$ cat config.mk
export PLATFORM = sky130hd
export DESIGN_NAME = bresenham_line_stepper_top
export DESIGN_NICKNAME = d
export VERILOG_FILES = /design/src/sv/bls_pkg.sv /design/src/sv/bls_fifo.sv /design/src/sv/bls_front.sv /design/src/sv/bls_back.sv /design/src/sv/bresenham_line_stepper_top.sv
export SDC_FILE = /design/constraint.sdc
export NUM_CORES = 1
export LEC_CHECK = 0
export ABC_AREA = 1
export BUFFER_PORTS_ARGS = -buffer_cell sky130_fd_sc_hd__buf_2
export CORE_ASPECT_RATIO = 0.9
export CORE_MARGIN = 2
export CORE_UTILIZATION = 41
export DETAILED_ROUTE_END_ITERATION = 16
export PLACE_DENSITY = 0.57
export SYNTH_ARGS = -nofsm -noshare
export SYNTH_HDL_FRONTEND = slang
export SYNTH_HIERARCHICAL = 1
export SYNTH_SLANG_ARGS = --single-unit
$ cat constraint.sdc
create_clock -name clk -period 6.25 [get_ports clk]
set_input_delay 1.875 -clock clk [delete_from_list [all_inputs] [get_ports clk]]
set_output_delay 1.875 -clock clk [all_outputs]
set_load 0.005 [all_outputs]
$ cat src/sv/bls_pkg.sv
// ============================================================================
// bls_pkg
// Shared types, codes and defaults for the line stepper.
// ============================================================================
package bls_pkg;

    // default coordinate width of the stepper datapath
    localparam int COORD_BITS_DEF = 16;

    // queue depths (powers of two)
    localparam int CMD_DEPTH = 4;
    localparam int RES_DEPTH = 2;

    // register file
    localparam int REG_ADDR_BITS = 1;
    localparam int REG_DATA_BITS = 15;
    localparam logic [REG_ADDR_BITS-1:0] REG_SURFACE_WIDTH  = 1'b0;
    localparam logic [REG_ADDR_BITS-1:0] REG_SURFACE_HEIGHT = 1'b1;
    localparam logic [REG_DATA_BITS-1:0] SURFACE_WIDTH_RST  = 15'd1024;
    localparam logic [REG_DATA_BITS-1:0] SURFACE_HEIGHT_RST = 15'd768;

    // transaction kinds
    localparam logic KIND_START = 1'b0;
    localparam logic KIND_STEP  = 1'b1;

    typedef struct packed {
        logic               kind;
        logic signed [15:0] start_x;
        logic signed [15:0] start_y;
        logic signed [15:0] end_x;
        logic signed [15:0] end_y;
    } in_item_t;

    typedef struct packed {
        logic signed [15:0] pixel_x;
        logic signed [15:0] pixel_y;
        logic               inside_res;
        logic               last;
    } out_item_t;

    // width of the decoded command word for a given coordinate width:
    // kind, four coordinates, two signs, two deltas and the initial error
    function automatic int cmd_bits(input int c);
        return 7 * c + 8;
    endfunction

endpackage

$ cat src/sv/bls_fifo.sv
// ============================================================================
// bls_fifo
// Small first-word-fall-through queue with push/full and pop/empty.
// ============================================================================
module bls_fifo #(
    parameter int WIDTH = 8,
    parameter int DEPTH = 4
) (
    input  logic             clk,
    input  logic             rst_n,
    input  logic             push,
    input  logic [WIDTH-1:0] wdata,
    output logic             full,
    input  logic             pop,
    output logic [WIDTH-1:0] rdata,
    output logic             empty
);

    localparam int PW = $clog2(DEPTH);

    logic [WIDTH-1:0] mem [DEPTH];
    logic [PW-1:0]    wr_ptr_reg, wr_ptr_next;
    logic [PW-1:0]    rd_ptr_reg, rd_ptr_next;
    logic [PW:0]      count_reg, count_next;
    logic             push_ok, pop_ok;

    assign full    = (count_reg == (PW+1)'(DEPTH));
    assign empty   = (count_reg == '0);
    assign push_ok = push && !full;
    assign pop_ok  = pop && !empty;
    assign rdata   = mem[rd_ptr_reg];

    always_comb
    begin
        wr_ptr_next = push_ok ? wr_ptr_reg + 1'b1 : wr_ptr_reg;
        rd_ptr_next = pop_ok ? rd_ptr_reg + 1'b1 : rd_ptr_reg;
        count_next  = count_reg;
        if (push_ok && !pop_ok)
        begin
            count_next = count_reg + 1'b1;
        end
        else if (pop_ok && !push_ok)
        begin
            count_next = count_reg - 1'b1;
        end
    end

    always_ff @(posedge clk)
    begin
        if (push_ok)
        begin
            mem[wr_ptr_reg] <= wdata;
        end
    end

    always_ff @(posedge clk or negedge rst_n)
    begin
        if (!rst_n)
        begin
            wr_ptr_reg <= '0;
            rd_ptr_reg <= '0;
            count_reg  <= '0;
        end
        else
        begin
            wr_ptr_reg <= wr_ptr_next;
            rd_ptr_reg <= rd_ptr_next;
            count_reg  <= count_next;
        end
    end

    // occupancy never runs past the depth
    a_count_bound: assert property (@(posedge clk) disable iff (!rst_n)
        count_reg <= (PW+1)'(DEPTH))
        else $error("queue occupancy above depth");

    // write and read pointers coincide when full
    a_full_ptrs: assert property (@(posedge clk) disable iff (!rst_n)
        full |-> (wr_ptr_reg == rd_ptr_reg))
        else $error("full queue with mismatched pointers");

    a_full_empty: assert property (@(posedge clk) disable iff (!rst_n)
        !(full && empty))
        else $error("queue flagged full and empty together");

endmodule

$ cat src/sv/bls_front.sv
// ============================================================================
// bls_front
// Decodes incoming transactions: endpoint extraction, deltas, step signs
// and the initial error term for start transactions.
// ============================================================================
module bls_front #(
    parameter int COORD_BITS = bls_pkg::COORD_BITS_DEF
) (
    input  bls_pkg::in_item_t                         item,
    output logic [bls_pkg::cmd_bits(COORD_BITS)-1:0]  cmd
);

    import bls_pkg::*;

    localparam int C  = COORD_BITS;
    localparam int AW = C + 1;
    localparam int EW = C + 3;

    typedef struct packed {
        logic                 kind;
        logic signed [C-1:0]  x1;
        logic signed [C-1:0]  y1;
        logic signed [C-1:0]  x2;
        logic signed [C-1:0]  y2;
        logic                 dxn;
        logic                 dyn;
        logic [AW-1:0]        adx;
        logic [AW-1:0]        ady;
        logic signed [EW-1:0] err;
    } cmd_t;

    // field bits taken as a C-bit pattern: truncated when narrower,
    // zero-padded when wider
    function automatic logic [C-1:0] to_coord(input logic [15:0] v);
        logic [C+15:0] wide;
        wide = {{C{1'b0}}, v};
        return wide[C-1:0];
    endfunction

    cmd_t            c_w;
    logic [AW-1:0]   dx, dy;
    logic            dx_pos, dy_pos;

    always_comb
    begin
        c_w      = '0;
        c_w.kind = item.kind;
        c_w.x1   = to_coord(item.start_x);
        c_w.y1   = to_coord(item.start_y);
        c_w.x2   = to_coord(item.end_x);
        c_w.y2   = to_coord(item.end_y);
        dx       = {c_w.x2[C-1], c_w.x2} - {c_w.x1[C-1], c_w.x1};
        dy       = {c_w.y2[C-1], c_w.y2} - {c_w.y1[C-1], c_w.y1};
        dx_pos   = !dx[AW-1] && (dx != '0);
        dy_pos   = !dy[AW-1] && (dy != '0);
        c_w.dxn  = !dx_pos;
        c_w.dyn  = !dy_pos;
        c_w.adx  = dx_pos ? dx : -dx;
        c_w.ady  = dy_pos ? dy : -dy;
        c_w.err  = {2'b00, c_w.adx} - {2'b00, c_w.ady};
    end

    assign cmd = c_w;

endmodule

$ cat src/sv/bls_back.sv
// ============================================================================
// bls_back
// Line stepper: holds the line state and surface registers, emits one
// pixel per step while a line is active, advancing by the error-term rule.
// ============================================================================
module bls_back #(
    parameter int COORD_BITS = bls_pkg::COORD_BITS_DEF
) (
    input  logic                                      clk,
    input  logic                                      rst_n,
    input  logic                                      cfg_we,
    input  logic [bls_pkg::REG_ADDR_BITS-1:0]         cfg_addr,
    input  logic [bls_pkg::REG_DATA_BITS-1:0]         cfg_wdata,
    input  logic [bls_pkg::cmd_bits(COORD_BITS)-1:0]  cmd,
    input  logic                                      cmd_empty,
    output logic                                      cmd_pop,
    output bls_pkg::out_item_t                        res,
    output logic                                      res_push,
    input  logic                                      res_full
);

    import bls_pkg::*;

    localparam int C  = COORD_BITS;
    localparam int AW = C + 1;
    localparam int EW = C + 3;

    typedef struct packed {
        logic                 kind;
        logic signed [C-1:0]  x1;
        logic signed [C-1:0]  y1;
        logic signed [C-1:0]  x2;
        logic signed [C-1:0]  y2;
        logic                 dxn;
        logic                 dyn;
        logic [AW-1:0]        adx;
        logic [AW-1:0]        ady;
        logic signed [EW-1:0] err;
    } cmd_t;

    cmd_t                 c_w;
    logic [C-1:0]         cur_x_reg, cur_x_next, cur_y_reg, cur_y_next;
    logic [C-1:0]         tgt_x_reg, tgt_x_next, tgt_y_reg, tgt_y_next;
    logic                 dxn_reg, dxn_next, dyn_reg, dyn_next;
    logic [AW-1:0]        adx_reg, adx_next, ady_reg, ady_next;
    logic signed [EW-1:0] err_reg, err_next;
    logic                 active_reg, active_next;
    logic [REG_DATA_BITS-1:0] width_reg, height_reg;

    logic                 go;
    logic                 is_last, on_surface;
    logic signed [EW:0]   e2;
    logic                 step_x, step_y;
    logic [C+15:0]        ext_x, ext_y;

    assign c_w      = cmd_t'(cmd);
    assign go       = !cmd_empty && !res_full;
    assign cmd_pop  = go;
    assign res_push = go && (c_w.kind == KIND_STEP) && active_reg;

    // pixel classification
    assign is_last    = (cur_x_reg == tgt_x_reg) && (cur_y_reg == tgt_y_reg);
    assign on_surface = !cur_x_reg[C-1] && !cur_y_reg[C-1]
                  && ({{REG_DATA_BITS{1'b0}}, cur_x_reg} < {{C{1'b0}}, width_reg})
                  && ({{REG_DATA_BITS{1'b0}}, cur_y_reg} < {{C{1'b0}}, height_reg});
    assign ext_x   = {{16{cur_x_reg[C-1]}}, cur_x_reg};
    assign ext_y   = {{16{cur_y_reg[C-1]}}, cur_y_reg};

    always_comb
    begin
        res.pixel_x    = ext_x[15:0];
        res.pixel_y    = ext_y[15:0];
        res.inside_res = on_surface;
        res.last       = is_last;
    end

    // error-term rule
    assign e2     = {err_reg, 1'b0};
    assign step_x = e2 > -$signed({3'b000, ady_reg});
    assign step_y = e2 < $signed({3'b000, adx_reg});

    always_comb
    begin
        cur_x_next  = cur_x_reg;
        cur_y_next  = cur_y_reg;
        tgt_x_next  = tgt_x_reg;
        tgt_y_next  = tgt_y_reg;
        dxn_next    = dxn_reg;
        dyn_next    = dyn_reg;
        adx_next    = adx_reg;
        ady_next    = ady_reg;
        err_next    = err_reg;
        active_next = active_reg;
        if (go && (c_w.kind == KIND_START))
        begin
            cur_x_next  = c_w.x1;
            cur_y_next  = c_w.y1;
            tgt_x_next  = c_w.x2;
            tgt_y_next  = c_w.y2;
            dxn_next    = c_w.dxn;
            dyn_next    = c_w.dyn;
            adx_next    = c_w.adx;
            ady_next    = c_w.ady;
            err_next    = c_w.err;
            active_next = 1'b1;
        end
        else if (res_push)
        begin
            if (is_last)
            begin
                active_next = 1'b0;
            end
            else
            begin
                err_next = err_reg
                         + (step_y ? {2'b00, adx_reg} : '0)
                         - (step_x ? {2'b00, ady_reg} : '0);
                if (step_x)
                begin
                    cur_x_next = dxn_reg ? cur_x_reg - 1'b1 : cur_x_reg + 1'b1;
                end
                if (step_y)
                begin
                    cur_y_next = dyn_reg ? cur_y_reg - 1'b1 : cur_y_reg + 1'b1;
                end
            end
        end
    end

    always_ff @(posedge clk or negedge rst_n)
    begin
        if (!rst_n)
        begin
            cur_x_reg  <= '0;
            cur_y_reg  <= '0;
            tgt_x_reg  <= '0;
            tgt_y_reg  <= '0;
            dxn_reg    <= 1'b0;
            dyn_reg    <= 1'b0;
            adx_reg    <= '0;
            ady_reg    <= '0;
            err_reg    <= '0;
            active_reg <= 1'b0;
        end
        else
        begin
            cur_x_reg  <= cur_x_next;
            cur_y_reg  <= cur_y_next;
            tgt_x_reg  <= tgt_x_next;
            tgt_y_reg  <= tgt_y_next;
            dxn_reg    <= dxn_next;
            dyn_reg    <= dyn_next;
            adx_reg    <= adx_next;
            ady_reg    <= ady_next;
            err_reg    <= err_next;
            active_reg <= active_next;
        end
    end

    // surface registers
    always_ff @(posedge clk or negedge rst_n)
    begin
        if (!rst_n)
        begin
            width_reg  <= SURFACE_WIDTH_RST;
            height_reg <= SURFACE_HEIGHT_RST;
        end
        else if (cfg_we)
        begin
            unique case (cfg_addr)
                REG_SURFACE_WIDTH:  width_reg  <= cfg_wdata;
                REG_SURFACE_HEIGHT: height_reg <= cfg_wdata;
                default:            width_reg  <= width_reg;
            endcase
        end
    end

    a_start_arms: assert property (@(posedge clk) disable iff (!rst_n)
        (go && (c_w.kind == KIND_START)) |=> active_reg)
        else $error("start transaction did not arm the stepper");

    a_last_disarms: assert property (@(posedge clk) disable iff (!rst_n)
        (res_push && is_last) |=> !active_reg)
        else $error("stepper still active after final pixel");

    a_step_moves: assert property (@(posedge clk) disable iff (!rst_n)
        (res_push && !is_last) |-> (step_x || step_y))
        else $error("step transaction without any movement");

endmodule

$ cat src/sv/bresenham_line_stepper_top.sv
// ============================================================================
// bresenham_line_stepper_top
// Bresenham line rasteriser with queue-style ports and a surface bounds flag.
// ============================================================================
// Path: a step transaction waits in the command queue, and its pixel is
//   written into the result queue, from which it shows on the result ports.
// Throughput: one transaction per clock while the result queue has room;
//   start transactions, and steps with no line active, give no result.
// Reset: rst_n clears the queues and the line state (no line active);
//   surface width and height return to 1024 and 768.
module bresenham_line_stepper_top #(
    parameter int COORD_BITS = bls_pkg::COORD_BITS_DEF
) (
    input  logic                              clk,
    input  logic                              rst_n,
    // input side, queue-style
    input  logic                              push,
    input  bls_pkg::in_item_t                 item,
    output logic                              full,
    // result side, queue-style
    output logic                              empty,
    output bls_pkg::out_item_t                result,
    input  logic                              pop,
    // register write port
    input  logic                              cfg_we,
    input  logic [bls_pkg::REG_ADDR_BITS-1:0] cfg_addr,
    input  logic [bls_pkg::REG_DATA_BITS-1:0] cfg_wdata
);

    import bls_pkg::*;

    localparam int CMD_W = cmd_bits(COORD_BITS);
    localparam int RES_W = $bits(out_item_t);

    // decoded command from the front end, and the queued copy the back
    // end works on
    logic [CMD_W-1:0] cmd_in, cmd_head;
    logic             cmd_empty, cmd_pop;

    // result word from the stepper into the output queue
    out_item_t        res_w;
    logic             res_push, res_full;
    logic [RES_W-1:0] res_rdata;

    // Front: classifies each transaction and, for a start, works out the
    // deltas, step signs and initial error before queueing it.
    bls_front #(
        .COORD_BITS (COORD_BITS)
    ) u_front (
        .item (item),
        .cmd  (cmd_in)
    );

    // Command queue decouples the input handshake from the stepper, so a
    // stalled result side never blocks acceptance until the queue fills.
    bls_fifo #(
        .WIDTH (CMD_W),
        .DEPTH (CMD_DEPTH)
    ) u_cmd_q (
        .clk   (clk),
        .rst_n (rst_n),
        .push  (push),
        .wdata (cmd_in),
        .full  (full),
        .pop   (cmd_pop),
        .rdata (cmd_head),
        .empty (cmd_empty)
    );

    // Back: holds the line, emits one pixel per step while a line is active and advances it.
    bls_back #(
        .COORD_BITS (COORD_BITS)
    ) u_back (
        .clk       (clk),
        .rst_n     (rst_n),
        .cfg_we    (cfg_we),
        .cfg_addr  (cfg_addr),
        .cfg_wdata (cfg_wdata),
        .cmd       (cmd_head),
        .cmd_empty (cmd_empty),
        .cmd_pop   (cmd_pop),
        .res       (res_w),
        .res_push  (res_push),
        .res_full  (res_full)
    );

    // Result queue: the output register stage; the stepper keeps running
    // while finished pixels wait to be popped, until the queue fills.
    bls_fifo #(
        .WIDTH (RES_W),
        .DEPTH (RES_DEPTH)
    ) u_res_q (
        .clk   (clk),
        .rst_n (rst_n),
        .push  (res_push),
        .wdata (res_w),
        .full  (res_full),
        .pop   (pop),
        .rdata (res_rdata),
        .empty (empty)
    );

    assign result = out_item_t'(res_rdata);

endmodule

==> summary.md, run 1 <==
| Metric | Value |
|---|---|
| Outcome | `finished, final reports clean` |
| Reg2Reg Depth | `30` |
| Clk sinks | `709` |
| Vias in the first global route | `26.37k` |
| Worst hold slack | `476.4 ps` |
| Port Buffers | `121` |
| First-pass GRT wire length | `158.1 mm` |
| Unrepaired setup endpoints after global routing | `no` |
| Final Slew Violations | `0` |
| GRT Overall Usage | `21.02%` |
| Startpoint types | `register` |
| Worst EP arrival | `about 6400 ps` |
| DRC viols | `0` |
| Leakage power | `~20 nW` |
| Final worst setup slack | `383.4 ps` |
| Slowest CP cell | `fa_1` |
| GP Congestion | `roughly 0.9` |
| Site Rows | `107` |
| Final #Nets | `about 4.6k` |
| CTS resizes | `0` |
| Initial DRC count | `roughly 2.5k` |
| Top layer in use | `met5` |
| Clk root buf | `clkbuf_16` |
| Pre-CTS WS | `-150.3 ps` |
| Syn_area_per_cell | `roughly 9.1 µm²` |
| Initial Util | `about two fifths` |
| Initial antenna violation count | `15` |
| Hold buffer count at cts | `0` |
| WS Path Type | `reg2reg` |
| Clock transition at the registers of the reported paths | `roughly 60 ps` |
| CTS tree | `yes` |
| Die X | `around 330 µm` |
| Worst-margin pin slew | `approximately 1100 ps` |
| Clk_skew | `24.90 ps` |
| Die H | `roughly 300 µm` |
| CP Max Fanout | `15` |
| # Post-CTS Setup Buffers | `0` |
| Max reg flops | `between 400 and 500` |
| TritonRoute pass-1 iters | `6` |
| I/O pin count | `between 100 and 150` |
| Met3 wire len | `6.605 mm` |
| Total grt overflow | `0` |
| HP Class | `reg2reg` |
| Fmax | `between 0.15 and 0.2 GHz` |
| Cells after synthesis | `between 4k and 5k` |
| Max VDD drop | `approximately 0.5 mV` |
| Library cells used by synthesis | `52` |
| Vias/cell | `~5.0` |
| Cell Pwr Density | `~580 nW/µm²` |
| Period utilization | `a little over nine tenths` |
| Final ANT Viol Nets | `0` |
| Final Hold Viols | `0` |
| Metal1 wirelength | `a little under 50 mm` |
| Max Cap Violations | `0` |
| Num CTS Buffers | `just under 80` |
| CP max stage delay | `between 500 and 600 ps` |
| Worst slew margin | `just under 30%` |
| Clock network latency to the later pin of the worst-skew pair | `between 600 and 700 ps` |
| Syn. warnings | `6` |
| Final wirelength | `between 100 and 150 mm` |
| Final setup viols | `0` |
| Fin util | `45.30%` |
| Post-DP HPWL | `between 70 and 80 mm` |
| Synthesized area | `39340 µm²` |
| Worst Hold Path Cells | `2` |
| Share of post-route cells with drive strength above 1 | `a little under a tenth` |
| Syn-to-layout area delta | `9.290%` |
| Worst EP required | `slightly below 7000 ps` |
| Vias | `around 28k` |
| Crit path time final | `approximately 6000 ps` |
| Wire per inst | `18.05 µm` |
| Yosys reg bits | `approximately 700` |
| Total power | `~25 mW` |
| Die ar. | `about 100000 µm²` |
| Syn Nets | `between 4k and 5k` |
| Post-synthesis sequential area ratio | `between 50% and 60%` |
| Crit end category | `register` |
| DR WL met2 | `between 40 and 50 mm` |
| Max Root-Sink Buffers | `3` |
| Largest net degree at the start of global routing | `around 200` |
| H-tree depth | `3` |
| Core region area | `around 95000 µm²` |
==> metrics by stage <==
stage	cell area, µm²	setup TNS (ps)	cells
after floorplan	39340	-651780	4307
after global placement	40510	-202.6	5532
after detailed placement	40510	-960.4	5532
after CTS	43000	0	5676
after global routing	43000	0	5676
final	43000	0	5677
==> layout by cell type (no fill, tap or decap), drive strengths merged, types with 6 or more instances in the layout <==
cell and count:
clkbuf 98, nand2 1412, dfrtp 158, o21bai 13, and2 6, nand4 29
o21ai 161, o211ai 242, nand3b 12, fa 23, xnor2 36, a21o 6
nand3 207, clkinv 31, bufinv 6, ha 169, inv 693, edfxtp 548
nor3 28, a21oi 102, xor2 48, nor2 192, buf 175
==> worst paths after layout <==
| check | from | end | slack, ps |
|---|---|---|---|
| min in group asynchronous | rst_n | u_back/err_reg[16] | 1200 |
| worst min-delay path | u_res_q/wr_ptr_reg | u_res_q/wr_ptr_reg | 480 |
| worst max register to register | u_back/ady_reg[0] | u_back/err_reg[9] | 380 |
| worst min register to register | u_res_q/wr_ptr_reg | u_res_q/wr_ptr_reg | 480 |
| worst max-delay path | u_back/ady_reg[0] | u_back/err_reg[9] | 380 |
| max in group asynchronous | rst_n | u_cmd_q/rd_ptr_reg[1] | 3810 |
==> where the power goes <==
| part | internal (mW) | total (mW) | switching (mW) |
|---|---|---|---|
| clock | 2.62 | 4.51 | 1.89 |
| combinational | 4.11 | 12.9 | 8.77 |
| sequential | 6.91 | 7.75 | 0.847 |
| total | 13.6 | 25.2 | 11.5 |
==> metal layers <==
layer / vias to the layer above / global-route usage (%)
met2: 739 / 31.39
met4: 4 / 4.913
met3: 107 / 3.609
met5: - / 0
li1: 14166 / -
met1: 13315 / 31.69
==> critical path: cells and delay by family, from the launching register on <==
family | cells | cell delay, ps
AO/OA/AOI/OAI | 5 | 1140
adder cells (fa/ha/maj) | 4 | 1340
buffers and inverters | 2 | 180
flip-flops | 1 | 380
AND/OR/NAND/NOR | 19 | 2700
==> layout make-up <==
class                      instances  area (µm²)
clock inverter                    46       407.9
sequential                       709       20490
tap                             1253        1568
multi-input combinational       2708       14750
clock buffer                      98        2079
timing repair buffer             175        1105
inverter                         687        2594
fill                            9206       51920
antenna                            1       2.502
==> logic make-up (layout without fill, tap and decap cells) <==
logic type,Yosys count,count (layout),share of synthesized area [%]
compound gates,538,538,8.857
xor+xnor,84,84,1.956
fa+ha+maj,192,192,6.545
buf+inv,890,1006,10.54
flops,709,709,52.08
other cells,0,1,0
simple gates,1894,1894,20.02
==> synthesized netlist by cell type, drive strengths merged <==
master / n / share of area (%)
and2: 6 / 0.095
nor2b: 1 / 0.016
or2: 5 / 0.080
xor2: 48 / 1.1
xnor2: 36 / 0.82
nor3b: 1 / 0.019
o21bai: 13 / 0.28
nand2: 1412 / 14
nor3: 28 / 0.42
a21o: 6 / 0.11
dfrtp: 158 / 10
nand3: 207 / 2.8
ha: 169 / 5.4
o211ai: 242 / 4.7
a21oi: 102 / 1.3
a21boi: 3 / 0.057
o21ai: 161 / 2.2
a31oi: 4 / 0.064
o21a: 2 / 0.038
edfxtp: 548 / 42
nor2: 192 / 2.1
fa: 23 / 1.2
dfstp: 3 / 0.20
o31ai: 2 / 0.038
clkbuf: 29 / 0.43
inv: 687 / 6.6
nand4: 29 / 0.46
nand3b: 12 / 0.23
o2111ai: 3 / 0.067
nor4: 1 / 0.016
buf: 174 / 3.5
Power figures use the tool's default switching activity.
==> run 2: changes to the inputs <==
CORE_UTILIZATION = 50   (was 41)
CTS_CLUSTER_SIZE = 30   (was not set)
PLACE_DENSITY = 0.67   (was 0.57)
==> run 2 against run 1 <==
Clock skew grew 7.2 ps. Hold slack gained 9.2 ps. Wire length shrank 5.3%. Cell count shrank 4.0%. Non-clock buffer count fell by 8. Sequential power decreased by 0.5%.
==> summary.md, run 2 (synthesis results as in run 1) <==
| Metric | Value |
|---|---|
| Worst-margin pin slew | `1091 ps (+38.09 ps)` |
| Commonest non-fill, non-tap cell in the layout | `nand2_1` |
| FF-to-FF End | `u_back/err_reg[12]` |
| Cell Pwr Density | `583.8 nW/µm² (-0.19%)` |
| Period utilization | `92.11% (-1.8 points)` |
| Worst EP arrival | `6320 ps (-60 ps)` |
| Worst Hold Path Cells | `2 (unchanged)` |
| WS Path Type | `reg2reg` |
| Wire per inst | `17.81 µm (-1.4%)` |
| Clock network latency to the later pin of the worst-skew pair | `630 ps (about the same)` |
| Initial antenna violation count | `13 (-2)` |
| Post-DP HPWL | `67.79 mm (-4.4%)` |
| Port Buffers | `121 (unchanged)` |
| Vias/cell | `5.200 (+4.2%)` |
| CP max stage delay | `510 ps (about the same)` |
| Worst EP required | `6810 ps (+40 ps)` |
| Initial Util | `50.49% (+9.0 points)` |
| Unrepaired setup endpoints after global routing | `no` |
| I/O pin count | `122 (unchanged)` |
| Most frequent cells in the layout | `nand2_1, inv_1, edfxtp_1` |
| Core region area | `77920 µm² (-18%)` |
| Power share of the combinational group | `51.3% (about the same)` |
| Die X | `299.7 µm (-9.3%)` |
| Syn-to-layout area delta | `8.421%` |
| Total grt overflow | `0 (unchanged)` |
| RR Startpoint | `u_back/ady_reg[0]` |
| Worst hold slack | `485.7 ps (+9.236 ps)` |
| Outcome | `finished, final reports clean` |
| Startpoint types | `register` |
| Clk_skew | `32.14 ps (+7.232 ps)` |
| Hold endpoint | `u_back/width_reg[5]` |
| CTS tree | `yes` |
| Clock power frac | `17.7% (-0.2 points)` |
| # Post-CTS Setup Buffers | `0 (unchanged)` |
| Reg2Reg Depth | `32 (+6.7%)` |
| Site Rows | `97 (-9.3%)` |
| CP Max Fanout | `11 (-4)` |
| Leakage power | `19.67 nW (-0.29%)` |
| Largest net degree at the start of global routing | `253 (+29%)` |
| Crit end category | `register` |
| Final ANT Viol Nets | `0 (unchanged)` |
| CP dominant cell by count | `nand2_1` |
| Net switching power | `11.33 mW (-1.6%)` |
| Max reg flops | `480 (unchanged)` |
| Share of post-route cells with drive strength above 1 | `9.054% (-0.19 points)` |
| Final setup viols | `0 (unchanged)` |
| Crit path time final | `5757 ps (-109.8 ps)` |
| Sw Share | `45.49% (-0.29 points)` |
| # fillers | `6990 (-24%)` |
| Clk root buf | `clkbuf_16` |
| Final #Nets | `4627 (-0.22%)` |
| DRC viols | `0 (unchanged)` |
| Max Cap Violations | `0 (unchanged)` |
| Final Slew Violations | `0 (unchanged)` |
| Internal cell power | `13.57 mW (-0.45%)` |
| GP Congestion | `0.9297 (+3.6%)` |
| Initial DRC count | `2823 (+13%)` |
| Max Root-Sink Buffers | `3 (unchanged)` |
| Worst slew margin | `27.26% (-2.4 points)` |
| First-pass GRT wire length | `150.6 mm (-4.8%)` |
| GRT Overall Usage | `24.19% (+3.2 points)` |
| Max VDD drop | `0.5008 mV (+2.0%)` |
| Vias | `28.34k (+0.032%)` |
| Fin util | `54.75% (+9.4 points)` |
| Die ar. | `80950 µm² (-18%)` |
| Clock transition at the registers of the reported paths | `60 ps (about the same)` |
| Final Hold Viols | `0 (unchanged)` |
| Num CTS Buffers | `76 (-2.6%)` |
| Die H | `270.1 µm (-9.3%)` |
| Reg2reg setup slack | `490 ps (+110 ps)` |
| Slowest CP cell | `fa_1` |
| H-tree depth | `3 (unchanged)` |
| Sequential share of power | `31.0% (+0.2 points)` |
| Clk sinks | `709 (unchanged)` |
| Vias in the first global route | `26.51k (+0.52%)` |
| TritonRoute pass-1 iters | `5 (-1)` |
| Final wirelength | `97.04 mm (-5.3%)` |
| HP Class | `reg2reg` |
| HP Start | `u_back/width_reg[5]` |
| Fmax | `0.1737 GHz (+1.9%)` |
run 2: area by class of cell:
class	instances	area [µm²]	share of cell area, %
well taps	1039	1300	3.048
diodes	4	10.01	0.02347
flip-flops and latches	709	20490	48.04
inverters	687	2594	6.081
clock inverters	40	392.9	0.9210
multi-input cells	2708	14750	34.58
clock buffers	96	2048	4.802
repair buffers	167	1070	2.508
run 2: critical path, delay by kind of cell (launching register included):
kind,cells,cell delay (ps)
and+or+nand+nor,23,2890
adders and majority gates,4,1510
AOI/OAI and AO/OA,3,720
DFF,1,370
buffers and inverters,2,220
run 2: worst max path at each step:
stage / slack (ps) / from / endpoint / depth (start not counted)
4_1_cts: 460 / item[16] / u_cmd_q/mem[1][14] / 26
3_3_place_gp: -70 / item[16] / u_cmd_q/mem[1][14] / 26
3_5_place_dp: -230 / item[16] / u_cmd_q/mem[2][14] / 26
5_1_grt: 8 / item[16] / u_cmd_q/mem[0][14] / 26
2_1_floorplan: -1360 / push / u_cmd_q/mem[0][0] / 2
6_report: 490 / u_back/ady_reg[0] / u_back/err_reg[12] / 32
run 2: per-layer routing:
layer	vias to the layer above	wire, µm	GRT usage, %
met3	125	7866	4.673
met5	-	41	0
met4	6	2023	6.197
met2	830	41960	36.88
met1	13266	45150	35.47
li1	14113	-	-
run 2: per-stage QoR:
step                      setup TNS [ps]  area, µm²  power, mW  cells  setup WS, ps
after floorplan                  -651780      39340      17.09   4307         -1358
after global placement            -288.9      40200      20.21   5310        -72.24
after detailed placement           -2667      40200      20.42   5310        -228.0
after CTS                              0      42650      24.90   5446         457.6
after global routing                   0      42650      26.96   5448         8.397
final                                  0      42660      24.90   5450         493.2
run 2: power by group through the flow:
| stage | registers, mW | clock network [mW] | logic [mW] |
|---|---|---|---|
| after global placement | 7.75 | 0 | 12.5 |
| after floorplan | 7.58 | 0 | 9.50 |
| after global routing | 7.83 | 4.69 | 14.4 |
| after CTS | 7.70 | 4.50 | 12.7 |
| after detailed placement | 7.79 | 0 | 12.6 |
| final | 7.71 | 4.41 | 12.8 |
run 2: timing repair:
action                                  CTS  global route
endpoints found under the setup margin    0            12
hold buffers                              0             0
resized for setup                         0             1
